`src/design/csvp_pkg.sv`:
```
package csvp_pkg;

  localparam logic [1:0] CMD_ADD       = 2'd0;
  localparam logic [1:0] CMD_EMIT      = 2'd1;
  localparam logic [1:0] CMD_EMIT_LINE = 2'd2;
  localparam logic [1:0] CMD_LINE      = 2'd3;

  localparam logic [7:0] SEP_CH   = 8'h2c;
  localparam logic [7:0] QUOTE_CH = 8'h22;
  localparam logic [7:0] CR_CH    = 8'h0d;
  localparam logic [7:0] LF_CH    = 8'h0a;
  localparam logic [7:0] NUL_CH   = 8'h00;

  localparam logic [4:0] MAX_LIMIT   = 5'd16;
  localparam logic [4:0] LIMIT_RESET = 5'd3;

  typedef struct packed {
    logic [1:0] kind;
    logic [7:0] data;
    logic [3:0] idx;
    logic [4:0] cnt;
  } cmd_t;

  function automatic logic is_space(input logic [7:0] c);
    return (c == 8'd32) || ((c >= 8'd9) && (c <= 8'd13));
  endfunction

endpackage

```
`src/design/csvp_front.sv`:
```
module csvp_front (
  input  logic              clk,
  input  logic              rst,
  input  logic              in_valid,
  output logic              in_ready,
  input  logic              in_op,
  input  logic [7:0]        in_byte,
  input  logic [4:0]        field_limit,
  input  logic              q_full,
  output logic              q_push,
  output csvp_pkg::cmd_t    q_cmd
);
  import csvp_pkg::*;

  localparam logic [2:0] M_START  = 3'd0;
  localparam logic [2:0] M_PLAIN  = 3'd1;
  localparam logic [2:0] M_QUOTED = 3'd2;
  localparam logic [2:0] M_QPEND  = 3'd3;
  localparam logic [2:0] M_SKIP   = 3'd4;
  localparam logic [2:0] M_OVER   = 3'd5;

  logic [2:0] mode, mode_next;
  logic [4:0] field_number, field_number_next;
  logic [4:0] limit;
  logic       push_req;
  logic       is_eol_ch;
  logic       accept;

  assign in_ready  = !q_full;
  assign accept    = in_valid && in_ready;
  assign limit     = (field_limit > MAX_LIMIT) ? MAX_LIMIT : field_limit;
  assign is_eol_ch = (in_byte == CR_CH) || (in_byte == LF_CH);
  assign q_push    = accept && push_req;

  always_comb begin
    mode_next         = mode;
    field_number_next = field_number;
    push_req          = 1'b0;
    q_cmd.kind        = CMD_ADD;
    q_cmd.data        = in_byte;
    q_cmd.idx         = field_number[3:0];
    q_cmd.cnt         = field_number;
    if (in_op) begin
      push_req = 1'b1;
      if ((mode != M_START) && (mode != M_OVER)) begin
        q_cmd.kind = CMD_EMIT_LINE;
        q_cmd.cnt  = field_number + 5'd1;
      end else begin
        q_cmd.kind = CMD_LINE;
      end
      field_number_next = '0;
      mode_next         = M_START;
    end else if (in_byte != NUL_CH) begin
      case (mode)
        M_START: begin
          if ((field_number >= limit) || is_eol_ch) begin
            mode_next = M_OVER;
          end else if (in_byte == SEP_CH) begin
            push_req          = 1'b1;
            q_cmd.kind        = CMD_EMIT;
            field_number_next = field_number + 5'd1;
          end else if (in_byte == QUOTE_CH) begin
            mode_next = M_QUOTED;
          end else begin
            push_req  = 1'b1;
            mode_next = M_PLAIN;
          end
        end
        M_PLAIN: begin
          if ((in_byte == SEP_CH) || is_eol_ch) begin
            push_req          = 1'b1;
            q_cmd.kind        = CMD_EMIT;
            field_number_next = field_number + 5'd1;
            mode_next         = (in_byte == SEP_CH) ? M_START : M_OVER;
          end else begin
            push_req = 1'b1;
          end
        end
        M_QUOTED: begin
          if (in_byte == QUOTE_CH) begin
            mode_next = M_QPEND;
          end else begin
            push_req = 1'b1;
          end
        end
        M_QPEND, M_SKIP: begin
          if ((mode == M_QPEND) && (in_byte == QUOTE_CH)) begin
            push_req  = 1'b1;
            mode_next = M_QUOTED;
          end else if ((in_byte == SEP_CH) || is_eol_ch) begin
            push_req          = 1'b1;
            q_cmd.kind        = CMD_EMIT;
            field_number_next = field_number + 5'd1;
            mode_next         = (in_byte == SEP_CH) ? M_START : M_OVER;
          end else begin
            mode_next = M_SKIP;
          end
        end
        default: begin
          mode_next = M_OVER;
        end
      endcase
    end
  end

  always_ff @(posedge clk) begin
    if (rst) begin
      mode         <= M_START;
      field_number <= '0;
    end else if (accept) begin
      mode         <= mode_next;
      field_number <= field_number_next;
    end
  end

endmodule

```
`src/design/csvp_fifo.sv`:
```
module csvp_fifo (
  input  logic              clk,
  input  logic              rst,
  input  logic              push,
  input  csvp_pkg::cmd_t    push_cmd,
  output logic              full,
  input  logic              pop,
  output logic              avail,
  output csvp_pkg::cmd_t    pop_cmd
);
  import csvp_pkg::*;

  localparam int DEPTH = 4;
  localparam int PW    = $clog2(DEPTH);

  cmd_t          slots [DEPTH];
  logic [PW-1:0] wr_ptr, rd_ptr;
  logic [PW:0]   count;
  logic          do_push, do_pop;

  assign full    = (count == (PW+1)'(DEPTH));
  assign avail   = (count != '0);
  assign do_push = push && !full;
  assign do_pop  = pop && avail;
  assign pop_cmd = slots[rd_ptr];

  always_ff @(posedge clk) begin
    if (do_push) begin
      slots[wr_ptr] <= push_cmd;
    end
  end

  always_ff @(posedge clk) begin
    if (rst) begin
      wr_ptr <= '0;
      rd_ptr <= '0;
      count  <= '0;
    end else begin
      if (do_push) begin
        wr_ptr <= wr_ptr + PW'(1);
      end
      if (do_pop) begin
        rd_ptr <= rd_ptr + PW'(1);
      end
      case ({do_push, do_pop})
        2'b10:   count <= count + (PW+1)'(1);
        2'b01:   count <= count - (PW+1)'(1);
        default: count <= count;
      endcase
    end
  end

endmodule

```
`src/design/csvp_back.sv`:
```
module csvp_back #(
  parameter int BUF_BYTES = 256
) (
  input  logic              clk,
  input  logic              rst,
  input  logic              q_avail,
  input  csvp_pkg::cmd_t    q_cmd,
  output logic              q_pop,
  output logic              m_tvalid,
  input  logic              m_tready,
  output logic [79:0]       m_tdata,  // chunk, chunk_bytes, field_index, field_end, field_count
  output logic [0:0]        m_tuser,  // line_done
  output logic              m_tlast
);
  import csvp_pkg::*;

  localparam int AW = $clog2(BUF_BYTES);
  localparam logic [AW-1:0] RAW_MAX = AW'(BUF_BYTES - 2);

  localparam logic [1:0] B_IDLE = 2'd0;
  localparam logic [1:0] B_READ = 2'd1;
  localparam logic [1:0] B_WAIT = 2'd2;
  localparam logic [1:0] B_PUSH = 2'd3;

  logic [7:0]    mem [BUF_BYTES];
  logic [7:0]    mem_q;
  logic          wr_en;

  logic [1:0]    bst;
  logic [AW-1:0] raw_length, first_pos, last_pos;
  logic          has_text;
  logic [AW-1:0] rd_pos, rd_end, rem_next, rem_first;
  logic [2:0]    lane_iss, rd_lane;
  logic [3:0]    chunk_n;
  logic          rd_vld;
  logic          emitting, line_pend;
  logic [4:0]    line_cnt;
  logic          out_free;

  logic [63:0]   res_chunk;
  logic [3:0]    res_nb;
  logic [3:0]    res_idx;
  logic          res_fend, res_ldone, res_last;
  logic [4:0]    res_cnt;

  assign q_pop     = (bst == B_IDLE) && q_avail;
  assign wr_en     = q_pop && (q_cmd.kind == CMD_ADD) && (raw_length < RAW_MAX);
  assign out_free  = !m_tvalid || m_tready;
  assign rem_next  = rd_end - rd_pos;
  assign rem_first = last_pos + AW'(1) - first_pos;

  always_ff @(posedge clk) begin
    if (wr_en) begin
      mem[raw_length] <= q_cmd.data;
    end
    mem_q <= mem[rd_pos];
  end

  always_ff @(posedge clk) begin
    if (rst) begin
      bst        <= B_IDLE;
      raw_length <= '0;
      first_pos  <= '0;
      last_pos   <= '0;
      has_text   <= 1'b0;
      rd_vld     <= 1'b0;
      emitting   <= 1'b0;
      line_pend  <= 1'b0;
      m_tvalid   <= 1'b0;
      rd_pos     <= '0;
    end else begin
      rd_vld <= (bst == B_READ);
      if (m_tvalid && m_tready && (bst != B_PUSH)) begin
        m_tvalid <= 1'b0;
      end
      if (rd_vld) begin
        res_chunk[rd_lane*8 +: 8] <= mem_q;
      end
      case (bst)
        B_IDLE: begin
          if (q_pop) begin
            case (q_cmd.kind)
              CMD_ADD: begin
                if (raw_length < RAW_MAX) begin
                  if (!is_space(q_cmd.data)) begin
                    if (!has_text) begin
                      first_pos <= raw_length;
                    end
                    last_pos <= raw_length;
                    has_text <= 1'b1;
                  end
                  raw_length <= raw_length + AW'(1);
                end
              end
              CMD_EMIT, CMD_EMIT_LINE: begin
                line_pend  <= (q_cmd.kind == CMD_EMIT_LINE);
                line_cnt   <= q_cmd.cnt;
                res_idx    <= q_cmd.idx;
                res_ldone  <= 1'b0;
                res_cnt    <= '0;
                raw_length <= '0;
                first_pos  <= '0;
                last_pos   <= '0;
                has_text   <= 1'b0;
                res_chunk  <= '0;
                if (has_text) begin
                  emitting <= 1'b1;
                  rd_pos   <= first_pos;
                  rd_end   <= last_pos + AW'(1);
                  chunk_n  <= (rem_first > AW'(8)) ? 4'd8 : rem_first[3:0];
                  lane_iss <= '0;
                  bst      <= B_READ;
                end else begin
                  emitting <= 1'b0;
                  res_nb   <= '0;
                  res_fend <= 1'b1;
                  res_last <= (q_cmd.kind != CMD_EMIT_LINE);
                  bst      <= B_PUSH;
                end
              end
              default: begin
                line_pend <= 1'b0;
                emitting  <= 1'b0;
                res_chunk <= '0;
                res_nb    <= '0;
                res_idx   <= '0;
                res_fend  <= 1'b0;
                res_ldone <= 1'b1;
                res_cnt   <= q_cmd.cnt;
                res_last  <= 1'b1;
                bst       <= B_PUSH;
              end
            endcase
          end
        end
        B_READ: begin
          rd_lane  <= lane_iss;
          rd_pos   <= rd_pos + AW'(1);
          lane_iss <= lane_iss + 3'd1;
          if ({1'b0, lane_iss} == (chunk_n - 4'd1)) begin
            bst <= B_WAIT;
          end
        end
        B_WAIT: begin
          res_nb    <= chunk_n;
          res_fend  <= (rd_pos == rd_end);
          res_last  <= (rd_pos == rd_end) && !line_pend;
          res_ldone <= 1'b0;
          res_cnt   <= '0;
          bst       <= B_PUSH;
        end
        default: begin
          if (out_free) begin
            m_tvalid             <= 1'b1;
            m_tdata[63:0]        <= res_chunk;
            m_tdata[67:64]       <= res_nb;
            m_tdata[71:68]       <= res_idx;
            m_tdata[72]          <= res_fend;
            m_tdata[77:73]       <= res_cnt;
            m_tdata[79:78]       <= '0;
            m_tuser[0]           <= res_ldone;
            m_tlast              <= res_last;
            if (emitting && (rd_pos != rd_end)) begin
              res_chunk <= '0;
              chunk_n   <= (rem_next > AW'(8)) ? 4'd8 : rem_next[3:0];
              lane_iss  <= '0;
              bst       <= B_READ;
            end else if (line_pend) begin
              emitting  <= 1'b0;
              line_pend <= 1'b0;
              res_chunk <= '0;
              res_nb    <= '0;
              res_idx   <= '0;
              res_fend  <= 1'b0;
              res_ldone <= 1'b1;
              res_cnt   <= line_cnt;
              res_last  <= 1'b1;
            end else begin
              emitting <= 1'b0;
              bst      <= B_IDLE;
            end
          end
        end
      endcase
    end
  end

endmodule

```
`src/design/csv_field_parser.sv`:
```
// flow: a closing byte queues an emit command; the back end reads the field's trimmed
//   bytes from the store and registers them on the output in chunks of up to 8; an
//   empty field or a lone line result is registered without store reads
// throughput: one input byte per cycle while the command queue has room
// reset: synchronous active-high rst clears parse state, queue and output valid,
//   the field limit returns to 3; field store contents are not cleared
module csv_field_parser #(
  parameter int BUF_BYTES = 256
) (
  input  logic        clk,
  input  logic        rst,
  input  logic        s_tvalid,
  output logic        s_tready,
  input  logic [7:0]  s_tdata,   // char_byte
  input  logic [0:0]  s_tuser,   // op
  output logic        m_tvalid,
  input  logic        m_tready,
  output logic [79:0] m_tdata,   // chunk, chunk_bytes, field_index, field_end, field_count
  output logic [0:0]  m_tuser,   // line_done
  output logic        m_tlast,
  input  logic        cfg_valid,
  output logic        cfg_ready,
  input  logic [4:0]  cfg_data   // field limit
);
  import csvp_pkg::*;

  logic [4:0] field_limit;
  logic       q_full, q_push, q_avail, q_pop;
  cmd_t       push_cmd, pop_cmd;

  assign cfg_ready = 1'b1;

  always_ff @(posedge clk) begin
    if (rst) begin
      field_limit <= LIMIT_RESET;
    end else if (cfg_valid && cfg_ready) begin
      field_limit <= cfg_data;
    end
  end

  csvp_front u_front (
    .clk         (clk),
    .rst         (rst),
    .in_valid    (s_tvalid),
    .in_ready    (s_tready),
    .in_op       (s_tuser[0]),
    .in_byte     (s_tdata),
    .field_limit (field_limit),
    .q_full      (q_full),
    .q_push      (q_push),
    .q_cmd       (push_cmd)
  );

  csvp_fifo u_fifo (
    .clk      (clk),
    .rst      (rst),
    .push     (q_push),
    .push_cmd (push_cmd),
    .full     (q_full),
    .pop      (q_pop),
    .avail    (q_avail),
    .pop_cmd  (pop_cmd)
  );

  csvp_back #(
    .BUF_BYTES (BUF_BYTES)
  ) u_back (
    .clk      (clk),
    .rst      (rst),
    .q_avail  (q_avail),
    .q_cmd    (pop_cmd),
    .q_pop    (q_pop),
    .m_tvalid (m_tvalid),
    .m_tready (m_tready),
    .m_tdata  (m_tdata),
    .m_tuser  (m_tuser),
    .m_tlast  (m_tlast)
  );

endmodule

```
`config.mk`:
```
export PLATFORM = sky130hd
export DESIGN_NAME = csv_field_parser
export DESIGN_NICKNAME = d
export VERILOG_FILES = /design/src/design/csvp_pkg.sv /design/src/design/csvp_front.sv /design/src/design/csvp_fifo.sv /design/src/design/csvp_back.sv /design/src/design/csv_field_parser.sv
export SDC_FILE = /design/constraint.sdc
export NUM_CORES = 2
export LEC_CHECK = 0
export BUFFER_PORTS_ARGS = -buffer_cell sky130_fd_sc_hd__buf_2
export CAP_MARGIN = 30
export CORE_ASPECT_RATIO = 0.9
export CORE_MARGIN = 3
export CORE_UTILIZATION = 65
export CTS_BUF_LIST = sky130_fd_sc_hd__clkbuf_2
export DETAILED_ROUTE_END_ITERATION = 10
export PLACE_DENSITY_LB_ADDON = 0.05
export SLEW_MARGIN = 30
export SYNTH_ARGS = -nofsm -noshare
export SYNTH_HDL_FRONTEND = slang
export SYNTH_SLANG_ARGS = --single-unit
```
`constraint.sdc`:
```
create_clock -name clk -period 7.4 [get_ports clk]
set_input_delay 0.74 -clock clk [delete_from_list [all_inputs] [get_ports clk]]
set_output_delay 0.74 -clock clk [all_outputs]
set_load 0.01 [all_outputs]
```
==> reports/results.txt <==
Run status -> finished, final reports clean
Worst min path class -> primary input to flip-flop
Clock latency on the worst-skew pair -> 1.80 ns
Vias in the first global route -> 50.58k
Worst setup slack after placement -> 2.793 ns
Standard-cell row count -> 131
Weighted congestion at the end of routability-driven global placement -> 0.9124
Vias after detailed routing -> 52.21k
Pin count of the biggest net entering global routing -> 171
Clock period minus final worst setup slack -> 4.716 ns
Total negative slack for setup checks -> 0 ns
Via count normalized by instance count -> 6.834
Combinational share of power -> 0.259
Total clock buffers created by CTS -> 575
Cells traversed along the worst timing path -> buf_4 > mux4_2 > inv_1 > ha_1 > nand3_1 > nor3b_1 > nand2_1 > nor2_1
Root Buffer -> sky130_fd_sc_hd__clkbuf_2
Non-filler instance count after layout -> 7640
Static leakage -> 32.83 nW
Internal reg-to-reg setup slack -> 2.68 ns
HPWL after detailed placement -> 149.7 mm
Total of flip-flops plus latches after synthesis -> 2376
Power density over cell area -> 341.3 mW/mm^2
Setup Viol. Count Final -> 0
Slowest stage cell on the critical path -> sky130_fd_sc_hd__nor3b_1
RSZ-0062 raised after global routing -> false
First-pass GRT wire length -> 364.8 mm
Biggest fanout along the worst timing path -> 19
Max Cap Viol -> 0
NumNets Final -> 5434
Effective utilization at floorplan -> 0.6563
Netlist cell types -> 79
Number of slew-limit violations in the final report -> 0
Category of the worst setup path capture point -> flip-flop
Sinks on the clock net -> 2376
Portion of total power attributed to sequential cells -> 0.503
Sequential element share of the synthesized area -> 0.7567
Crit path largest cell delay -> 0.86 ns
Power spent charging and discharging nets -> 0.01181 W
Total congestion overflow after global routing -> 0
Die Span Y -> 365.6 um
Fraction of final layout cells sized beyond drive strength 1 -> 0.2811
Placed cell area -> 0.09595 mm^2
Highest-count cells in the layout ignoring fill and taps -> 2307 x sky130_fd_sc_hd__edfxtp_1, 823 x sky130_fd_sc_hd__clkbuf_2, 470 x sky130_fd_sc_hd__mux4_2
Placed Cells -> 6603
Type of the worst setup path -> flip-flop to flip-flop
Clk network pwr share -> 0.238
End point of the most critical hold path -> u_front.mode[0]
Number of buffers added on ports -> 100
Required time at the endpoint of the critical path -> 8.78 ns
H-Tree Level Count -> 6
Top Ports -> 104
Hold_sp -> s_tdata[6]
Avg Cell Area, Syn -> 19.46 um^2
Final Instance Area -> 0.1014 mm^2
Initial antenna violation count -> 7
Area of the die -> 0.1482 mm^2
Pint -> 0.02279 W
1st-iter DRT viols -> 8163
Max clock buf depth -> 4
Number of warnings reported in the yosys synthesis log -> 0
Core Region -> 0.1423 mm^2
Post-synthesis cell area -> 0.09338 mm^2
Net Sw Frac -> 0.3414
Clock tree from TritonCTS -> built
Maximum achievable frequency -> 212.1 MHz
DR DRC count -> 0
Post-synthesis cell count -> 4799
Number of flops mapped to enable cells by yosys -> 2307
Ratio of final minimum period to clock period -> 0.6373
Post-route antenna net violation count -> 0
Most used flip-flop cell after synthesis -> sky130_fd_sc_hd__edfxtp_1
Asr flop ratio synth -> 0
Number of hold-slack violations in the final timing report -> 0
Worst Hold Path Cells -> 8
DIE WIDTH -> 405.5 um
Worst reg2reg path endpoint -> u_back.mem[229][5]
Worst Path Buf+Inv -> 2
Leading cell type in the layout, fill and taps excluded -> sky130_fd_sc_hd__edfxtp_1
Final wirelength -> 254.7 mm
PnR worst setup slack -> 2.684 ns
CP arrival -> 6.09 ns
Measured slew at the worst slew-check pin -> 1.220 ns
Area overhead of the layout relative to synthesis -> 8.577%
Clock Skews -> 0.1358 ns
Average routed wire per standard cell -> 33.34 um
Kind of cell adding the most delay to the critical path -> simple AND/OR/NAND/NOR gates
Count of cells along the worst register-to-register path -> 8
Worst voltage drop across the vdd grid -> 377.1 uV
Resized cells post-CTS -> 0
Total iterations of the first detailed-routing run -> 7
Total routing usage reported by global routing -> 0.3504
Critical Path Source Type -> flip-flop
Clock-pin slew of the registers on the worst-case setup and hold paths -> 0.11 ns
Rel. slew slack -> 0.1866
==> synth_stat cells (all sizes together) (5+ instances only) <==
cell type / count / share of area
a2111oi: 6 / 0.00056
a211o: 5 / 0.00047
a211oi: 23 / 0.0018
a21o: 6 / 0.00048
a21oi: 114 / 0.0062
a221oi: 49 / 0.0046
a22o: 22 / 0.0021
a22oi: 77 / 0.0062
a311oi: 5 / 0.00047
a31oi: 23 / 0.0015
and2: 17 / 0.0011
and3: 11 / 0.00074
buf: 151 / 0.011
clkbuf: 125 / 0.0050
dfxtp: 69 / 0.015
edfxtp: 2307 / 0.74
ha: 43 / 0.0058
inv: 47 / 0.0019
mux2: 8 / 0.00096
mux2i: 247 / 0.026
mux4: 479 / 0.12
nand2: 147 / 0.0059
nand2b: 7 / 0.00047
nand3: 43 / 0.0025
nand3b: 5 / 0.00040
nand4: 8 / 0.00054
nor2: 446 / 0.018
nor2b: 27 / 0.0018
nor3: 33 / 0.0018
nor3b: 6 / 0.00048
nor4: 11 / 0.00074
nor4b: 6 / 0.00056
o211ai: 9 / 0.00072
o21a: 7 / 0.00056
o21ai: 67 / 0.0036
o221ai: 10 / 0.00094
o22ai: 32 / 0.0021
o32ai: 7 / 0.00066
or3: 6 / 0.00040
xnor2: 18 / 0.0017
xor2: 18 / 0.0017
==> worst reg2reg max path: stages, from the launching register on <==
cell                      delay [ns]
sky130_fd_sc_hd__dfxtp_1        0.32
sky130_fd_sc_hd__buf_4          0.34
sky130_fd_sc_hd__mux4_2         0.59
sky130_fd_sc_hd__inv_1          0.11
sky130_fd_sc_hd__ha_1           0.37
sky130_fd_sc_hd__nand3_1        0.19
sky130_fd_sc_hd__nor3b_1        0.86
sky130_fd_sc_hd__nand2_1        0.82
sky130_fd_sc_hd__nor2_1         0.80
==> how the worst max path moves through the flow <==
stage          startpoint                 end  cells past startpoint
5_1_grt         flip-flop  u_back.mem[207][2]                      8
4_1_cts         flip-flop  u_back.mem[193][3]                      8
3_3_place_gp    flip-flop  u_back.mem[135][1]                      8
6_report        flip-flop  u_back.mem[229][5]                      8
3_5_place_dp    flip-flop  u_back.mem[193][0]                      8
2_1_floorplan   flip-flop  u_back.last_pos[7]                      9
==> timing repair <==
item	in CTS	in global routing
hold buffers	49	0
endpoints found under the setup margin	0	0
buffers inserted	0	0
hold endpoints to repair	165	0
==> sequential cells by signal, indices dropped and copies added, names as in the netlist, 8 cells and up, named ones only <==
register and flops:
u_back.raw_length 8, u_back.last_pos 8, u_fifo.slots 76, u_back.m_tdata 78
u_back.rd_end 8, u_back.mem 2048, u_back.res_chunk 64, u_back.rd_pos 8
u_back.mem_q 8, u_back.first_pos 8
==> power by group through the flow <==
stage / clock network, W / registers [W] / logic, W
finish: 0.00824 / 0.0174 / 0.00896
global route: 0.00910 / 0.0174 / 0.00934
CTS: 0.00835 / 0.0174 / 0.00879
detailed placement: 0 / 0.0177 / 0.00877
global placement: 0 / 0.0177 / 0.00867
floorplan: 0 / 0.0176 / 0.00519
==> final cells by class <==
class	count	area, um^2
flip-flops and latches	2376	70680
fillers	8961	40890
well taps	1862	2330
clock buffers	823	4119
inverters	50	190.2
multi-input cells	2098	21210
diodes	12	30.03
clock inverters	151	723.2
repair buffers	268	2111
==> cell families (layout without fill, tap and decap cells) <==
logic type	after synthesis	count (layout)	share of synthesized area
buffers and inverters	326	1292	0.01778
multiplexers	734	734	0.1432
adder cells (fa/ha/maj)	46	46	0.006405
other	2	15	0.00008043
AO/OA/AOI/OAI	493	493	0.03599
XOR/XNOR	36	36	0.003377
AND/OR/NAND/NOR	786	786	0.03649
flip-flops	2376	2376	0.7567
==> metal layers <==
layer	global-route usage	vias to the layer above	part of all wire
li1	-	21020	-
met1	0.5289	26380	0.39
met2	0.4929	4287	0.44
met3	0.1098	526	0.14
met4	0.1243	2	0.033
met5	0	-	0.000055
==> metrics by stage <==
| step | power (W) | hold WS (ns) | util |
|---|---|---|---|
| floorplan | 0.02284 | 0.4003 | - |
| global placement | 0.02636 | 0.4016 | 0.6740 |
| detailed placement | 0.02648 | 0.4054 | 0.6744 |
| CTS | 0.03454 | 0.0006474 | 0.7119 |
| global route | 0.03586 | 0.1416 | 0.7125 |
| finish | 0.03460 | 0.2381 | 0.7126 |
(Power assumes the default switching activity.)
